<file path="src/rtl/dpt_pkg.sv">
// package for the dual pulse tone channel: action codes, register offsets,
// mute limit, reset duty patterns and the channel command struct
// no dependencies
`timescale 1ns / 1ps

package dpt_pkg;

    typedef enum logic [1:0] {
        ACT_WRITE   = 2'd0,
        ACT_TICK    = 2'd1,
        ACT_QUARTER = 2'd2,
        ACT_HALF    = 2'd3
    } action_t;

    typedef enum logic [1:0] {
        REG_CTRL   = 2'd0,
        REG_SWEEP  = 2'd1,
        REG_PER_LO = 2'd2,
        REG_PER_HI = 2'd3
    } reg_sel_t;

    localparam int unsigned PERIOD_W  = 12;
    localparam int unsigned SAMPLE_W  = 4;
    localparam int unsigned DUTY_W    = 32;
    localparam logic [PERIOD_W-1:0] MUTE_LIMIT = 12'h78B;
    localparam logic [PERIOD_W-1:0] MIN_PERIOD = 12'd8;
    localparam logic [DUTY_W-1:0]   DUTY_RESET = 32'h9F78_6040;

    // one command per transfer, fanned out to both channels
    typedef struct packed {
        logic       advance;
        action_t    action;
        logic       chan;
        reg_sel_t   reg_sel;
        logic [7:0] data;
    } chan_cmd_t;

endpackage

</file>
<file path="src/rtl/dpt_if.sv">
// handshake interfaces for the item channel and the result channel
// depends on nothing
`timescale 1ns / 1ps

interface dpt_item_if;
    logic       valid;
    logic       ready;
    logic [1:0] action;
    logic [2:0] reg_addr;
    logic [7:0] write_data;

    modport source (output valid, action, reg_addr, write_data, input ready);
    modport sink   (input valid, action, reg_addr, write_data, output ready);
endinterface

interface dpt_result_if;
    logic       valid;
    logic       ready;
    logic [3:0] sample_one;
    logic [3:0] sample_two;

    modport source (output valid, sample_one, sample_two, input ready);
    modport sink   (input valid, sample_one, sample_two, output ready);
endinterface

</file>
<file path="src/rtl/dual_pulse_tone_channel.sv">
// top level of the dual pulse tone channel: input register, two channels,
// result register; depends on dpt_pkg, dpt_if and dpt_channel
`timescale 1ns / 1ps

// Two square-wave tone channels driven by a stream of actions (register
// write, timer tick, quarter-frame clock, half-frame clock). Every accepted
// transfer returns one result holding both channels' 4-bit samples after the
// action. An item lands in an input register, the channel state update and
// the sample lookup run in one combinational pass, and the samples go into a
// result register, so a result is offered only after its item has passed
// both registers; a new item is taken every clock while the result register
// is free or being read, the pace set by that single pass through the sweep
// add/subtract and the mute compare. Input ready is high while the input
// register is empty or its item moves on in this cycle, so once both
// registers hold data it follows result ready combinationally; with result
// ready held low the block takes two transfers and then stalls its input.
// The duty pattern register may be written only while no item is in flight.
module dual_pulse_tone_channel (
    input  logic                        clk,
    input  logic                        rst_n,
    input  logic                        cfg_write_en,
    input  logic [dpt_pkg::DUTY_W-1:0]  cfg_write_data,
    dpt_item_if.sink                    item,
    dpt_result_if.source                result
);
    import dpt_pkg::*;

    // duty patterns, one byte per pattern
    logic [DUTY_W-1:0] duty_reg;

    // input register
    logic       in_valid_reg;
    logic [1:0] in_action_reg;
    logic [2:0] in_addr_reg;
    logic [7:0] in_data_reg;

    // result register
    logic                out_valid_reg;
    logic [SAMPLE_W-1:0] out_one_reg;
    logic [SAMPLE_W-1:0] out_two_reg;

    logic                advance;
    logic                out_free;
    chan_cmd_t           cmd;
    logic [SAMPLE_W-1:0] sample_one_next;
    logic [SAMPLE_W-1:0] sample_two_next;

    // result register can take a new sample pair
    assign out_free   = !out_valid_reg || result.ready;
    // the registered item is processed and retired this cycle
    assign advance    = in_valid_reg && out_free;
    assign item.ready = !in_valid_reg || advance;

    always_comb
    begin
        cmd.advance = advance;
        cmd.action  = action_t'(in_action_reg);
        cmd.chan    = in_addr_reg[2];
        cmd.reg_sel = reg_sel_t'(in_addr_reg[1:0]);
        cmd.data    = in_data_reg;
    end

    // channel one: negative sweep subtracts the plain shifted period
    dpt_channel u_chan_one (
        .clk           (clk),
        .rst_n         (rst_n),
        .cmd           (cmd),
        .second        (1'b0),
        .duty_patterns (duty_reg),
        .sample        (sample_one_next)
    );

    // channel two: negative sweep subtracts one more
    dpt_channel u_chan_two (
        .clk           (clk),
        .rst_n         (rst_n),
        .cmd           (cmd),
        .second        (1'b1),
        .duty_patterns (duty_reg),
        .sample        (sample_two_next)
    );

    always_ff @(posedge clk or negedge rst_n)
    begin
        if (!rst_n)
            duty_reg <= DUTY_RESET;
        else if (cfg_write_en)
            duty_reg <= cfg_write_data;
    end

    always_ff @(posedge clk or negedge rst_n)
    begin
        if (!rst_n)
        begin
            in_valid_reg <= 1'b0;
        end
        else if (item.ready)
        begin
            in_valid_reg <= item.valid;
        end
    end

    // payload needs no reset
    always_ff @(posedge clk)
    begin
        if (item.ready && item.valid)
        begin
            in_action_reg <= item.action;
            in_addr_reg   <= item.reg_addr;
            in_data_reg   <= item.write_data;
        end
    end

    always_ff @(posedge clk or negedge rst_n)
    begin
        if (!rst_n)
        begin
            out_valid_reg <= 1'b0;
        end
        else if (out_free)
        begin
            out_valid_reg <= advance;
        end
    end

    always_ff @(posedge clk)
    begin
        if (advance)
        begin
            out_one_reg <= sample_one_next;
            out_two_reg <= sample_two_next;
        end
    end

    assign result.valid      = out_valid_reg;
    assign result.sample_one = out_one_reg;
    assign result.sample_two = out_two_reg;

    // a retired item always shows up as a result in the next cycle
    a_advance_gives_result: assert property (@(posedge clk) disable iff (!rst_n)
        advance |=> out_valid_reg)
        else $error("retired item produced no result");

    // a stalled item in the input register stays there
    a_stalled_item_held: assert property (@(posedge clk) disable iff (!rst_n)
        (in_valid_reg && !advance) |=> in_valid_reg)
        else $error("stalled item lost");

    // no transfer overwrites an item that is not being retired
    a_no_overwrite: assert property (@(posedge clk) disable iff (!rst_n)
        !(item.valid && item.ready && in_valid_reg && !advance))
        else $error("input register overwritten");

endmodule

</file>
<file path="src/rtl/dpt_channel.sv">
// one pulse tone channel: timer, duty sequencer, envelope, sweep, length
// depends on dpt_pkg
`timescale 1ns / 1ps

module dpt_channel (
    input  logic                            clk,
    input  logic                            rst_n,
    input  dpt_pkg::chan_cmd_t              cmd,
    input  logic                            second,
    input  logic [dpt_pkg::DUTY_W-1:0]      duty_patterns,
    output logic [dpt_pkg::SAMPLE_W-1:0]    sample
);
    import dpt_pkg::*;

    typedef struct packed {
        logic [1:0]          duty_select;
        logic                loop_halt_flag;
        logic                constant_flag;
        logic [3:0]          volume_period;
        logic                envelope_restart;
        logic                sweep_on;
        logic [2:0]          sweep_period;
        logic                sweep_down;
        logic [2:0]          sweep_amount;
        logic                sweep_restart;
        logic [PERIOD_W-1:0] period;
        logic [4:0]          length_left;
        logic [PERIOD_W-1:0] period_count;
        logic [2:0]          step_position;
        logic [2:0]          sweep_count;
        logic [3:0]          env_divider;
        logic [3:0]          envelope_level;
    } chan_state_t;

    chan_state_t st_reg, st_next;

    logic                silenced;
    logic [PERIOD_W-1:0] delta;
    logic [PERIOD_W:0]   sub_amt;
    logic [PERIOD_W-1:0] down_period;
    logic [PERIOD_W:0]   up_sum;
    logic [PERIOD_W-1:0] swept_period;
    logic                silenced_next;
    logic [7:0]          pattern;
    logic [3:0]          level;

    // sweep target
    always_comb
    begin
        silenced = (st_reg.period < MIN_PERIOD)
                 || (!st_reg.sweep_down && (st_reg.period >= MUTE_LIMIT));
        delta    = st_reg.period >> st_reg.sweep_amount;
        sub_amt  = {1'b0, delta} + {{PERIOD_W{1'b0}}, second};
        down_period = (sub_amt > {1'b0, st_reg.period}) ? '0
                    : (st_reg.period - sub_amt[PERIOD_W-1:0]);
        up_sum   = {1'b0, st_reg.period} + {1'b0, delta};
        swept_period = st_reg.sweep_down ? down_period : up_sum[PERIOD_W-1:0];
    end

    always_comb
    begin
        st_next = st_reg;
        if (cmd.advance)
        begin
            case (cmd.action)
                ACT_WRITE:
                begin
                    if (cmd.chan == second)
                    begin
                        case (cmd.reg_sel)
                            REG_CTRL:
                            begin
                                st_next.duty_select      = cmd.data[7:6];
                                st_next.loop_halt_flag   = cmd.data[5];
                                st_next.constant_flag    = cmd.data[4];
                                st_next.volume_period    = cmd.data[3:0];
                                st_next.envelope_restart = 1'b1;
                            end
                            REG_SWEEP:
                            begin
                                st_next.sweep_on      = cmd.data[7];
                                st_next.sweep_period  = cmd.data[6:4];
                                st_next.sweep_down    = cmd.data[3];
                                st_next.sweep_amount  = cmd.data[2:0];
                                st_next.sweep_restart = 1'b1;
                            end
                            // a write keeps only the 11 register bits, the sweep
                            // carry in the top bit is dropped
                            REG_PER_LO:
                            begin
                                st_next.period = {1'b0, st_reg.period[10:8], cmd.data};
                            end
                            REG_PER_HI:
                            begin
                                st_next.period      = {1'b0, cmd.data[2:0],
                                                       st_reg.period[7:0]};
                                st_next.length_left = cmd.data[7:3];
                            end
                            default:
                            begin
                                st_next = st_reg;
                            end
                        endcase
                    end
                end
                ACT_TICK:
                begin
                    if (st_reg.period_count == '0)
                    begin
                        st_next.period_count  = st_reg.period;
                        st_next.step_position = st_reg.step_position - 3'd1;
                    end
                    else
                    begin
                        st_next.period_count = st_reg.period_count - 1'b1;
                    end
                end
                ACT_QUARTER:
                begin
                    if (st_reg.envelope_restart)
                    begin
                        st_next.env_divider      = st_reg.volume_period;
                        st_next.envelope_level   = 4'hF;
                        st_next.envelope_restart = 1'b0;
                    end
                    else if (st_reg.env_divider != '0)
                    begin
                        st_next.env_divider = st_reg.env_divider - 4'd1;
                    end
                    else
                    begin
                        st_next.env_divider = st_reg.volume_period;
                        if (st_reg.envelope_level != '0)
                            st_next.envelope_level = st_reg.envelope_level - 4'd1;
                        else if (st_reg.loop_halt_flag)
                            st_next.envelope_level = 4'hF;
                    end
                end
                ACT_HALF:
                begin
                    if (st_reg.sweep_on && !silenced)
                    begin
                        if (st_reg.sweep_count != '0)
                        begin
                            st_next.sweep_count = st_reg.sweep_count - 3'd1;
                        end
                        else
                        begin
                            st_next.sweep_count = st_reg.sweep_period;
                            st_next.period      = swept_period;
                        end
                        if (st_reg.sweep_restart)
                        begin
                            st_next.sweep_restart = 1'b0;
                            st_next.sweep_count   = st_reg.sweep_period;
                        end
                    end
                    if (!st_reg.loop_halt_flag && (st_reg.length_left != '0))
                        st_next.length_left = st_reg.length_left - 5'd1;
                end
                default:
                begin
                    st_next = st_reg;
                end
            endcase
        end
    end

    // level after the action of this transfer
    always_comb
    begin
        silenced_next = (st_next.period < MIN_PERIOD)
                      || (!st_next.sweep_down && (st_next.period >= MUTE_LIMIT))
                      || (st_next.length_left == '0);
        pattern = duty_patterns[{st_next.duty_select, 3'b000} +: 8];
        level   = st_next.constant_flag ? st_next.volume_period : st_next.envelope_level;
        sample  = (!silenced_next && pattern[~st_next.step_position]) ? level : '0;
    end

    always_ff @(posedge clk or negedge rst_n)
    begin
        if (!rst_n)
            st_reg <= '0;
        else
            st_reg <= st_next;
    end

endmodule

</file>
<file path="src/flat_wrapper.sv">
// flat-port wrapper written by rule: the top's interface ports become plain ports
module dual_pulse_tone_channel_flat import dpt_pkg::*;
  (clk, rst_n, cfg_write_en, cfg_write_data, item_valid, item_action, item_reg_addr, item_write_data, item_ready, result_valid, result_sample_one, result_sample_two, result_ready);
  dpt_item_if item_i ();
  dpt_result_if result_i ();
  input  logic clk;
  input  logic rst_n;
  input  logic cfg_write_en;
  input  logic [dpt_pkg::DUTY_W-1:0] cfg_write_data;
  input wire logic [$bits(item_i.valid)-1:0] item_valid;
  input wire logic [$bits(item_i.action)-1:0] item_action;
  input wire logic [$bits(item_i.reg_addr)-1:0] item_reg_addr;
  input wire logic [$bits(item_i.write_data)-1:0] item_write_data;
  output wire logic [$bits(item_i.ready)-1:0] item_ready;
  output wire logic [$bits(result_i.valid)-1:0] result_valid;
  output wire logic [$bits(result_i.sample_one)-1:0] result_sample_one;
  output wire logic [$bits(result_i.sample_two)-1:0] result_sample_two;
  input wire logic [$bits(result_i.ready)-1:0] result_ready;
  assign item_i.valid = item_valid;
  assign item_i.action = item_action;
  assign item_i.reg_addr = item_reg_addr;
  assign item_i.write_data = item_write_data;
  assign item_ready = item_i.ready;
  assign result_valid = result_i.valid;
  assign result_sample_one = result_i.sample_one;
  assign result_sample_two = result_i.sample_two;
  assign result_i.ready = result_ready;
  dual_pulse_tone_channel u_core (.clk(clk), .rst_n(rst_n), .cfg_write_en(cfg_write_en), .cfg_write_data(cfg_write_data), .item(item_i), .result(result_i));
endmodule
</file>
<file path="config.mk">
export PLATFORM = sky130hd
export DESIGN_NAME = dual_pulse_tone_channel_flat
export DESIGN_NICKNAME = d
export VERILOG_FILES = /design/src/rtl/dpt_pkg.sv /design/src/rtl/dpt_if.sv /design/src/rtl/dual_pulse_tone_channel.sv /design/src/rtl/dpt_channel.sv /design/src/flat_wrapper.sv
export SDC_FILE = /design/constraint.sdc
export NUM_CORES = 1
export LEC_CHECK = 0
export BUFFER_PORTS_ARGS = -buffer_cell sky130_fd_sc_hd__buf_2
export CAP_MARGIN = 20
export CORE_MARGIN = 2
export CORE_UTILIZATION = 45
export CTS_CLUSTER_SIZE = 10
export DETAILED_ROUTE_END_ITERATION = 10
export MAX_ROUTING_LAYER = met4
export PLACE_DENSITY = 0.76
export SETUP_SLACK_MARGIN = 0.05
export SLEW_MARGIN = 20
export SYNTH_ARGS = -nofsm -noshare
export SYNTH_HDL_FRONTEND = slang
export SYNTH_SLANG_ARGS = --single-unit
export TNS_END_PERCENT = 1
</file>
<file path="constraint.sdc">
create_clock -name clk -period 5.8 [get_ports clk]
set_input_delay 1.45 -clock clk [delete_from_list [all_inputs] [get_ports clk]]
set_output_delay 1.45 -clock clk [all_outputs]
set_load 0.02 [all_outputs]
</file>
==> qor.txt, run 1 <==
=================================================================================
Result of the run .................................................. finished clean
Cell at the root of the clock tree .................................    clkbuf_16
Register area share after synthesis ................................        34.1%
Number of synthesized register bits ................................          177
Max-slew violation count ...........................................            0
Largest net degree at the start of global routing ..................           81
Simple-gate share of the synthesized area ..........................        17.4%
X dimension of the die .............................................       176 um
XOR/XNOR share of the synthesized area .............................        2.43%
Source-to-sink clock delay at the later pin of the worst-skew pair .      0.45 ns
Critical path class ................................................ flip-flop to flip-flop
Synth Flop Type ....................................................      dfrtp_1
Gp weighted congestion .............................................        0.988
Wire length per cell ...............................................      19.5 um
Drc violations .....................................................            0
Pwr Density ........................................................   446 nW/um2
Worst-case vdd ir drop .............................................   0.000230 V
Largest cells by area after synthesis .............................. dfrtp_1 27%, ha_1 7.6%, mux2_2 6.4%, edfxtp_1 4.7%, o21ai_0 4.7%
Number of standard cells after synthesis ...........................         1492
CTS Sinks ..........................................................          177
Top-level I/O count ................................................           60
Number of global-route vias before repair ..........................        11600
Main combinational cell family by area after synthesis ............. compound AO/OA/AOI/OAI gates
Max-Slew Margin vs Limit ...........................................        40.6%
Synthesized-area fraction occupied by adder cells ..................        8.26%
Number of H-tree levels ............................................            4
Max-cap violation count ............................................            0
Instance area after placement ......................................    14200 um2
Synth Area per Inst ................................................     8.96 um2
Count of TritonRoute iterations in the first routing pass ..........            6
Overall die area ...................................................    31100 um2
Post-synthesis to final-layout area growth .........................        10.8%
Detailed-route via count ...........................................        11900
Fraction of final layout cells sized beyond drive strength 1 .......        17.7%
Largest clock skew in the final design .............................    0.0177 ns
Portion of synthesized cell area occupied by the leading cell type .        26.8%
Cell Count, Final, Fillers Out .....................................         1942
Number of buffer cells added on primary ports ......................           59
Area fraction in compound gates after synthesis ....................        19.4%
Clock buffer count from CTS ........................................           17
Clock Path Buffers .................................................            2
Worst Hold Margin ..................................................     0.507 ns
Post-synth ARST share ..............................................        88.1%
Crit path DAT ......................................................      5.75 ns
Tcrit/Tclk final ...................................................        95.0%
Vertical die dimension .............................................       176 um
All-layer global routing usage .....................................        25.3%
Worst setup EP type ................................................    flip-flop
Number of nets with antenna violations after routing ...............            0
Std-Cell Rows ......................................................           63
Overflow after GRT .................................................            0
Initial detailed-routing violation count ...........................         1139
Syn_nets ...........................................................         1627
Share of cell area taken by muxes after synthesis ..................        13.2%
# diodes ...........................................................            0
Final hold violation count .........................................            0
Netlist area before placement ......................................    13400 um2
Net count reported at finish .......................................         1674
Startpoint class of the critical path ..............................    flip-flop
Detailed-placement wirelength estimate .............................      27.6 mm
Min-Delay Path Class ............................................... flip-flop to flip-flop
Critical Path Fanout Max ...........................................           20
Clock Pin Slew Worst Setup and Hold Paths ..........................      0.08 ns
Top cell type by total area after synthesis ........................      dfrtp_1
Final standard cell area without fillers ...........................    14800 um2
Number of placed instances, taps included ..........................         1906
F_max ..............................................................    0.182 GHz
Count of endpoints failing setup in the final report ...............            0
Count of flip-flops with a built-in enable after synthesis .........           21
Register-to-register setup slack ...................................      0.29 ns
Number of antenna violations at the first check in global routing ..            0
Tmin final .........................................................      5.51 ns
Number of distinct library cells after synthesis ...................           88
YS warnings ........................................................            0
First-pass GRT wire length .........................................      61.1 mm
Actual transition at the worst max-transition pin ..................     0.884 ns
Std-Cell Core Area .................................................    29400 um2
RSZ-0062 raised after global routing ...............................        false
Via density per instance ...........................................         6.12
Static leakage power ...............................................      6.45 nW
Initial Util .......................................................        45.4%
Detailed Route WL ..................................................      37.9 mm
TritonCTS clock tree ...............................................        built
Crit path required time ............................................      6.04 ns
=================================================================================
==> logic make-up after synthesis <==
family	Yosys count
XOR/XNOR	37
AND/OR/NAND/NOR	462
AO/OA/AOI/OAI	409
buffers and inverters	179
multiplexers	142
adder cells (fa/ha/maj)	86
flip-flops	177
==> stage by stage <==
stage | power [W] | setup TNS [ns] | setup WS [ns] | util [%]
floorplan | 0.00437 | 0 | 0.0971 | -
global placement | 0.00524 | 0 | 0.150 | 48.1
detailed placement | 0.00531 | -0.0317 | -0.0217 | 48.1
CTS | 0.00650 | 0 | 0.0816 | 50.1
global route | 0.00707 | 0 | 0.0229 | 50.4
finish | 0.00660 | 0 | 0.292 | 50.4
==> Yosys cell counts (15+ instances only) <==
cell / n
dfrtp_1: 143
nor2_1: 132
o21ai_0: 125
a21oi_1: 112
inv_1: 108
nand2_1: 90
ha_1: 81
mux2_2: 76
nor3_1: 60
clkbuf_1: 53
mux2i_1: 44
nand3_1: 25
xnor2_1: 23
edfxtp_1: 21
nor2b_1: 19
mux4_2: 18
nor3b_1: 18
nor4_1: 18
nand2b_1: 17
a31oi_1: 15
==> layout by cell type, fill, tap and decap left out, types with 44 or more instances in the layout <==
| cell type | instances |
|---|---|
| dfrtp_1 | 141 |
| nor3_1 | 58 |
| nand2_1 | 90 |
| a21oi_1 | 110 |
| o21ai_0 | 125 |
| nor2_1 | 132 |
| ha_1 | 80 |
| buf_2 | 58 |
| mux2_2 | 75 |
| inv_1 | 108 |
| mux2i_1 | 44 |
==> final timing paths <==
path,startpoint,to,cells past startpoint
max in group asynchronous,rst_n,u_core.u_chan_two.st_reg[40]$_DFF_PN0_,2
worst min-delay path,u_core.u_chan_two.st_reg[49]$_DFFE_PN0P_,u_core.u_chan_two.st_reg[49]$_DFFE_PN0P_,1
min in group asynchronous,rst_n,u_core.duty_reg[16]$_DFFE_PN0P_,1
worst max-delay path,u_core.u_chan_two.st_reg[45]$_DFFE_PN0P_,u_core.result.sample_two[3]$_SDFFCE_PN0P_,22
worst max register to register,u_core.u_chan_two.st_reg[45]$_DFFE_PN0P_,u_core.result.sample_two[3]$_SDFFCE_PN0P_,22
worst min register to register,u_core.u_chan_two.st_reg[49]$_DFFE_PN0P_,u_core.u_chan_two.st_reg[49]$_DFFE_PN0P_,1
==> power breakdown <==
part,total [W],switching [W],internal (W)
registers,0.00188,0.000329,0.00155
logic,0.00356,0.00208,0.00147
clock network,0.00116,0.000574,0.000588
total,0.00660,0.00298,0.00361
==> critical path, stage by stage (launching register included) <==
cell and delay [ns]:
dfrtp_2 0.46, buf_6 0.19, mux2i_1 0.15, mux2i_1 0.22, mux2_4 0.23, ha_1 0.20
nand2_1 0.12, o32ai_4 0.28, nand2_1 0.15, nor3_2 0.20, xor2_1 0.12, ha_2 0.42
nand4_1 0.10, or4_1 0.49, o21ai_0 0.11, a21oi_2 0.11, buf_4 0.20, or4_1 0.52
a2bb2oi_1 0.31, nand3b_1 0.16, or4_4 0.14, mux2i_4 0.07, nor4_1 0.34
==> metal layers <==
metal,track usage (%),wire length [um],up-vias
li1,-,-,5560
met1,33.4,16200,5721
met2,40.0,17700,511
met3,4.41,2890,96
met4,7.64,1130,0
met5,-,0,-
==> cell type report <==
class	count	area (um2)
fill	2666	14600
multi-input combinational	1136	8180
sequential	177	4550
timing repair buffer	98	598
tap	390	488
clock buffer	19	443
inverter	109	409
clock inverter	13	134
==> timing repair <==
action / CTS / global route
setup endpoints to repair: 4 / 4
gates resized for setup: 1 / 9
hold buffers: 0 / 0
pin swaps: 0 / 2
endpoints found under the hold margin: 0 / 0
buffers inserted: 0 / 4
Power figures use the tool's default switching activity.
==> run 2: changes to the inputs <==
--- a/config.mk
+++ b/config.mk
@@ -12,7 +12,7 @@
 export CTS_CLUSTER_SIZE = 10
 export DETAILED_ROUTE_END_ITERATION = 10
 export MAX_ROUTING_LAYER = met4
-export PLACE_DENSITY = 0.76
+export PLACE_DENSITY = 0.73
 export SETUP_SLACK_MARGIN = 0.05
 export SLEW_MARGIN = 20
 export SYNTH_ARGS = -nofsm -noshare
==> constraint.sdc (replaced) <==
create_clock -name clk -period 6.9 [get_ports clk]
set_input_delay 1.725 -clock clk [delete_from_list [all_inputs] [get_ports clk]]
set_output_delay 1.725 -clock clk [all_outputs]
set_load 0.02 [all_outputs]
==> run 2 against run 1 <==
  * Count of clock-buffer cells in the layout did not move
  * Worst hold slack got worse by 0.026 ns
  * Via count fell by 0.33%
  * Critical path type unchanged
  * Die area did not move
  * Largest power group unchanged
  * Worst setup slack improved by 0.33 ns
  * First-iteration DRC count fell by 5.3%
  * Core utilization fell by 0.69 points
  * Highest routed layer unchanged
==> qor.txt, run 2 (synthesis gave the netlist of run 1 again) <==
=====================================================================================
Result of the run ...................................................... finished clean
Largest net degree at the start of global routing ......................          107
Multi-input combinational cell area ....................................     8140 um2
Wire length per cell ...................................................      19.9 um
Register-to-register setup slack .......................................      0.62 ns
Detailed-route via count ...............................................        11800
Number of nets with antenna violations after routing ...................            0
Overall die area .......................................................    31100 um2
Initial Util ...........................................................        45.4%
Static leakage power ...................................................      6.34 nW
Detailed-placement wirelength estimate .................................      27.9 mm
Number of buffer cells added on primary ports ..........................           59
X dimension of the die .................................................       176 um
All-layer global routing usage .........................................        25.8%
Net count reported at finish ...........................................         1654
Largest clock skew in the final design .................................    0.0130 ns
Count of TritonRoute iterations in the first routing pass ..............            5
Register-to-Register Path Depth ........................................           21
First-pass GRT wire length .............................................      61.7 mm
Tmin final .............................................................      6.28 ns
Sw frac ................................................................        44.8%
CTS Sinks ..............................................................          177
Tcrit/Tclk final .......................................................        91.0%
Top-level I/O count ....................................................           60
Cell at the root of the clock tree .....................................    clkbuf_16
Fraction of power consumed by sequential logic .........................        29.1%
Number of global-route vias before repair ..............................        11400
RSZ-0062 raised after global routing ...................................        false
Via density per instance ...............................................         6.16
Net switching power figure .............................................    0.00243 W
Vertical die dimension .................................................       176 um
Critical Path Fanout Max ...............................................           14
Final hold violation count .............................................            0
Pwr Density ............................................................   372 nW/um2
FILL cells .............................................................         2734
Post-CTS resize count ..................................................            0
Max-Slew Margin vs Limit ...............................................        30.6%
Max-cap violation count ................................................            0
Worst setup path startpoint ............................................ u_core.u_chan_two.st_reg[45]$_DFFE_PN0P_
Crit path required time ................................................      7.08 ns
Std-Cell Core Area .....................................................    29400 um2
Fraction of final layout cells sized beyond drive strength 1 ...........        16.2%
Count of endpoints failing setup in the final report ...................            0
# diodes ...............................................................            0
Overflow after GRT .....................................................            0
Actual transition at the worst max-transition pin ......................      1.03 ns
Post-synthesis to final-layout area growth .............................        9.29%
Std-Cell Rows ..........................................................           63
Clock buffer count from CTS ............................................           17
Portion of total power attributed to combinational logic ...............        53.2%
Clock power frac .......................................................        17.7%
Number of antenna violations at the first check in global routing ......            0
Drc violations .........................................................            0
Most frequent standard cell in the layout excluding fill and tap cells .      dfrtp_1
Number of H-tree levels ................................................            4
Startpoint class of the critical path ..................................    flip-flop
Crit path DAT ..........................................................      6.46 ns
Critical path class .................................................... flip-flop to flip-flop
TritonCTS clock tree ...................................................        built
Area of all sequential standard cells ..................................     4550 um2
Initial detailed-routing violation count ...............................         1079
Source-to-sink clock delay at the later pin of the worst-skew pair .....      0.44 ns
Clock Path Buffers .....................................................            2
Worst setup EP type ....................................................    flip-flop
Min-Delay Path Class ................................................... flip-flop to flip-flop
Hold buffer count at CTS ...............................................            0
Worst R2R Start ........................................................ u_core.u_chan_two.st_reg[45]$_DFFE_PN0P_
Capture point of the critical path ..................................... u_core.result.sample_two[2]$_SDFFCE_PN0P_
Detailed Route WL ......................................................      38.2 mm
P_int ..................................................................    0.00300 W
F_max ..................................................................    0.159 GHz
Commonest cells after routing, fill and taps aside ..................... 143 x dfrtp_1, 132 x nor2_1, 125 x o21ai_0
Worst-case setup margin in the final layout ............................     0.621 ns
R2R Path End ........................................................... u_core.result.sample_two[2]$_SDFFCE_PN0P_
Total negative slack for setup checks ..................................         0 ns
Gp weighted congestion .................................................         1.03
Post-CTS setup-driven buffer insertion count ...........................            0
Max-slew violation count ...............................................            0
Pre-CTS worst setup slack ..............................................     0.532 ns
Clock Pin Slew Worst Setup and Hold Paths ..............................      0.07 ns
Worst-case vdd ir drop .................................................   0.000176 V
=====================================================================================
## run 2: cell types whose count changed in the layout (fill, tap and decap cells not counted), sizes merged
cell	before	now
inv	118	113
clkinvlp	0	4
buf	98	78
bufinv	0	1
## run 2: how the worst min path moves through the flow
stage / from / to / slack, ns / cells past startpoint
2_1_floorplan: u_core.u_chan_two.st_reg[8]$_DFFE_PN0P_ / u_core.u_chan_two.st_reg[8]$_DFFE_PN0P_ / 0.45 / 1
3_3_place_gp: u_core.u_chan_two.st_reg[8]$_DFFE_PN0P_ / u_core.u_chan_two.st_reg[8]$_DFFE_PN0P_ / 0.47 / 1
3_5_place_dp: u_core.u_chan_two.st_reg[8]$_DFFE_PN0P_ / u_core.u_chan_two.st_reg[8]$_DFFE_PN0P_ / 0.48 / 1
4_1_cts: u_core.u_chan_two.st_reg[8]$_DFFE_PN0P_ / u_core.u_chan_two.st_reg[8]$_DFFE_PN0P_ / 0.48 / 1
5_1_grt: u_core.u_chan_two.st_reg[13]$_DFF_PN0_ / u_core.u_chan_two.st_reg[13]$_DFF_PN0_ / 0.52 / 1
6_report: u_core.u_chan_two.st_reg[8]$_DFFE_PN0P_ / u_core.u_chan_two.st_reg[8]$_DFFE_PN0P_ / 0.48 / 1
## run 2: per-layer routing
layer	global-route usage, %	part of all wire [%]
met3	3.70	7.1
met1	34.3	43
met5	-	0
met2	40.9	48
met4	7.78	2.5
## run 2: layout make-up
cell class / count / area share (%)
inverters: 109 / 2.80
repair buffers: 78 / 3.04
flip-flops and latches: 177 / 31.2
multi-input cells: 1136 / 55.8
clock inverters: 13 / 0.857
well taps: 390 / 3.34
clock buffers: 19 / 3.03
## run 2: power groups by stage
stage	clock, W	sequential, W	combinational [W]
2_1_floorplan	0	0.00149	0.00217
3_3_place_gp	0	0.00158	0.00281
3_5_place_dp	0	0.00159	0.00283
4_1_cts	0.000976	0.00157	0.00285
5_1_grt	0.00102	0.00162	0.00321
6_report	0.000961	0.00158	0.00289
## run 2: worst max-delay path, cell delays in order, from the launching register on
cell and delay, ns:
dfrtp_1 0.64, buf_4 0.29, mux2i_1 0.11, mux2i_1 0.30, mux2_2 0.29, ha_1 0.22, nand2_1 0.09, o32ai_1 0.42
nand2_1 0.16, nor3_1 0.24, xor2_1 0.28, ha_1 0.37, nand4_1 0.13, or4_1 0.11, o21ai_0 0.09, a21oi_2 0.39
nor4_2 0.13, a221o_1 0.36, or4b_1 0.57, or4_4 0.52, mux2i_4 0.20, nor4_1 0.09
## run 2: stage by stage
step	utilization [%]	std cells	instance area (um2)	power, W	hold WS (ns)
final	49.7	1922	14600	0.00543	0.482
after global routing	49.7	1922	14600	0.00584	0.522
after CTS	49.7	1922	14600	0.00540	0.484
after detailed placement	47.7	1890	14000	0.00442	0.475
after global placement	47.7	1890	14000	0.00439	0.468
after floorplan	-	1492	13400	0.00367	0.450
==> run 3: changes to the inputs <==
--- a/config.mk
+++ b/config.mk
@@ -18,4 +18,4 @@
 export SYNTH_ARGS = -nofsm -noshare
 export SYNTH_HDL_FRONTEND = slang
 export SYNTH_SLANG_ARGS = --single-unit
-export TNS_END_PERCENT = 1
+export TNS_END_PERCENT = 50
==> constraint.sdc (replaced) <==
create_clock -name clk -period 6.9 [get_ports clk]
set_input_delay 0.69 -clock clk [delete_from_list [all_inputs] [get_ports clk]]
set_output_delay 0.69 -clock clk [all_outputs]
set_load 0.02 [all_outputs]
==> run 3 against run 2 <==
  * Via count about the same
  * Register-to-register slack worse by 0.16 ns
  * Core utilization increased by 0.26 points
  * Worst hold slack lost 0.23 ns
  * Critical path depth decreased by 1
  * Die area unchanged
  * Wire length increased by 1.1%
  * Worst setup slack lost 0.16 ns
  * Combinational power barely moved
  * Non-clock buffer count is 3 higher
  * Sequential power about the same
  * Critical path type unchanged
  * Largest cell class unchanged
==> qor.txt, run 3 (synthesis gave the netlist of run 1 again) <==
=====================================================================================
Critical Path, Cell by Cell ............................................ mux2i_1, mux2_2, a21oi_1, ha_1, nand2_1, o32ai_2, nand2_1, nor3_1, xor2_1, ha_1, o21ai_0, a21oi_1, o21ai_0, a21oi_2, nor4_2, a221o_1, or4b_1, or4_4, mux2i_4, nor4_1
Worst-case vdd ir drop .................................................   0.000236 V
Crit path DAT ..........................................................      6.62 ns
Hold buffer count at CTS ...............................................            0
Max-Slew Margin vs Limit ...............................................        30.7%
Clock buffer count from CTS ............................................           17
Count of endpoints failing setup in the final report ...................            0
Startpoint class of the critical path ..................................    flip-flop
Critical Path Fanout Max ...............................................           12
Number of H-tree levels ................................................            4
Source-to-sink clock delay at the later pin of the worst-skew pair .....      0.45 ns
Actual transition at the worst max-transition pin ......................      1.03 ns
Number of nets with antenna violations after routing ...................            0
Critical-path top delay cell ...........................................      dfrtp_1
Gp weighted congestion .................................................        0.941
Portion of total power attributed to combinational logic ...............        53.1%
Crit path required time ................................................      7.08 ns
Wire length per cell ...................................................      20.1 um
Net switching power figure .............................................    0.00251 W
P_int ..................................................................    0.00298 W
Overall die area .......................................................    31100 um2
Fraction of final layout cells sized beyond drive strength 1 ...........        16.5%
Drc violations .........................................................            0
Number of antenna violations at the first check in global routing ......            0
Min-Delay Path Class ................................................... primary input to async pin
Overflow after GRT .....................................................            0
Worst R2R Start ........................................................ u_core.u_chan_two.st_reg[45]$_DFFE_PN0P_
Max stage delay on crit path ...........................................      0.68 ns
Count of TritonRoute iterations in the first routing pass ..............            8
Worst setup EP type ....................................................    flip-flop
Largest net degree at the start of global routing ......................           86
Static leakage power ...................................................      6.38 nW
Max-cap violation count ................................................            0
# diodes ...............................................................            0
Net count reported at finish ...........................................         1657
Final hold violation count .............................................            0
Initial Util ...........................................................        45.4%
R2R Path End ........................................................... u_core.result.sample_two[2]$_SDFFCE_PN0P_
Detailed-placement wirelength estimate .................................      28.5 mm
FILL cells .............................................................         2735
CTS Sinks ..............................................................          177
Total negative slack for setup checks ..................................         0 ns
Post-synthesis to final-layout area growth .............................        9.87%
Clock power frac .......................................................        18.1%
Clock Path Buffers .....................................................            2
RSZ-0062 raised after global routing ...................................        false
Result of the run ...................................................... finished clean
Clock Pin Slew Worst Setup and Hold Paths ..............................      0.08 ns
TritonCTS clock tree ...................................................        built
All-layer global routing usage .........................................        26.1%
Fraction of power consumed by sequential logic .........................        28.8%
Detailed-route via count ...............................................        11800
Std-Cell Core Area .....................................................    29400 um2
Number of global-route vias before repair ..............................        11500
Sw frac ................................................................        45.7%
Tcrit/Tclk final .......................................................        93.3%
First-pass GRT wire length .............................................      62.3 mm
X dimension of the die .................................................       176 um
Most frequent standard cell in the layout excluding fill and tap cells .      dfrtp_1
Number of buffer cells added on primary ports ..........................           59
Utilization after layout ...............................................        49.9%
Std-Cell Rows ..........................................................           63
Detailed Route WL ......................................................      38.6 mm
Critical path class .................................................... flip-flop to flip-flop
F_max ..................................................................    0.155 GHz
Cell at the root of the clock tree .....................................    clkbuf_16
Via density per instance ...............................................         6.15
Max-slew violation count ...............................................            0
Commonest cells after routing, fill and taps aside ..................... 143 x dfrtp_1, 132 x nor2_1, 125 x o21ai_0
Tmin final .............................................................      6.44 ns
Register-to-register setup slack .......................................      0.46 ns
Top-level I/O count ....................................................           60
Initial detailed-routing violation count ...............................         1125
Pwr Density ............................................................   374 nW/um2
Register-to-Register Path Depth ........................................           20
Largest clock skew in the final design .................................    0.0191 ns
Vertical die dimension .................................................       176 um
=====================================================================================
## run 3: per-stage QoR
step | instances | hold slack (ns) | cell area, um2 | total power (W) | setup slack, ns
floorplan | 1492 | 0.394 | 13400 | 0.00367 | 0.918
global placement | 1893 | 0.473 | 14100 | 0.00441 | 0.374
detailed placement | 1893 | 0.482 | 14100 | 0.00445 | 0.162
CTS | 1925 | 0.318 | 14700 | 0.00546 | 0.129
global route | 1925 | 0.353 | 14700 | 0.00590 | 0.152
finish | 1925 | 0.256 | 14700 | 0.00549 | 0.459
## run 3: worst max-delay path: cells and delay by family (launching register included)
| kind | cells | cell delay (ns) |
|---|---|---|
| DFF | 1 | 0.68 |
| xor gates and xnor gates | 1 | 0.14 |
| AOI/OAI and AO/OA | 7 | 1.95 |
| adders and majority gates | 2 | 0.74 |
| muxes | 3 | 0.78 |
| and+or+nand+nor | 7 | 1.89 |
## run 3: power by group through the flow
| stage | clock network (W) | logic, W | registers [W] |
|---|---|---|---|
| after floorplan | 0 | 0.00217 | 0.00149 |
| after CTS | 0.00101 | 0.00288 | 0.00157 |
| final | 0.000995 | 0.00291 | 0.00158 |
| after global routing | 0.00105 | 0.00324 | 0.00161 |
| after global placement | 0 | 0.00284 | 0.00158 |
| after detailed placement | 0 | 0.00286 | 0.00159 |
## run 3: final cells by class
class                      instances  area [um2]  share of cell area (%)
multi-input combinational       1136        8150                    55.5
sequential                       177        4550                    31.0
tap                              390         488                    3.32
timing repair buffer              81         467                    3.18
clock buffer                      17         425                    2.90
inverter                         109         409                    2.79
clock inverter                    15         190                    1.30
## run 3: layer usage
metal | GRT usage [%] | wire length, um
met1 | 34.1 | 16500
met4 | 9.23 | 1190
met3 | 3.42 | 2470
met2 | 42.0 | 18400
met5 | - | 0
## run 3: how the worst max path moves through the flow
stage	slack [ns]	to	start	cells after the start
after CTS	0.13	u_core.result.sample_two[2]$_SDFFCE_PN0P_	u_core.u_chan_two.st_reg[45]$_DFFE_PN0P_	20
final	0.46	u_core.result.sample_two[2]$_SDFFCE_PN0P_	u_core.u_chan_two.st_reg[45]$_DFFE_PN0P_	20
after detailed placement	0.16	u_core.result.sample_two[2]$_SDFFCE_PN0P_	u_core.u_chan_two.st_reg[45]$_DFFE_PN0P_	20
after floorplan	0.92	u_core.result.sample_two[0]$_SDFFCE_PN0P_	u_core.u_chan_two.st_reg[44]$_DFFE_PN0P_	22
after global routing	0.15	u_core.result.sample_two[2]$_SDFFCE_PN0P_	u_core.u_chan_two.st_reg[45]$_DFFE_PN0P_	20
after global placement	0.37	u_core.result.sample_two[1]$_SDFFCE_PN0P_	u_core.u_chan_two.st_reg[45]$_DFFE_PN0P_	20
## run 3: timing repair
action | 4_1_cts | 5_1_grt
setup endpoints to repair | 0 | 4
buffers inserted | 0 | 0
resized for setup | 0 | 2
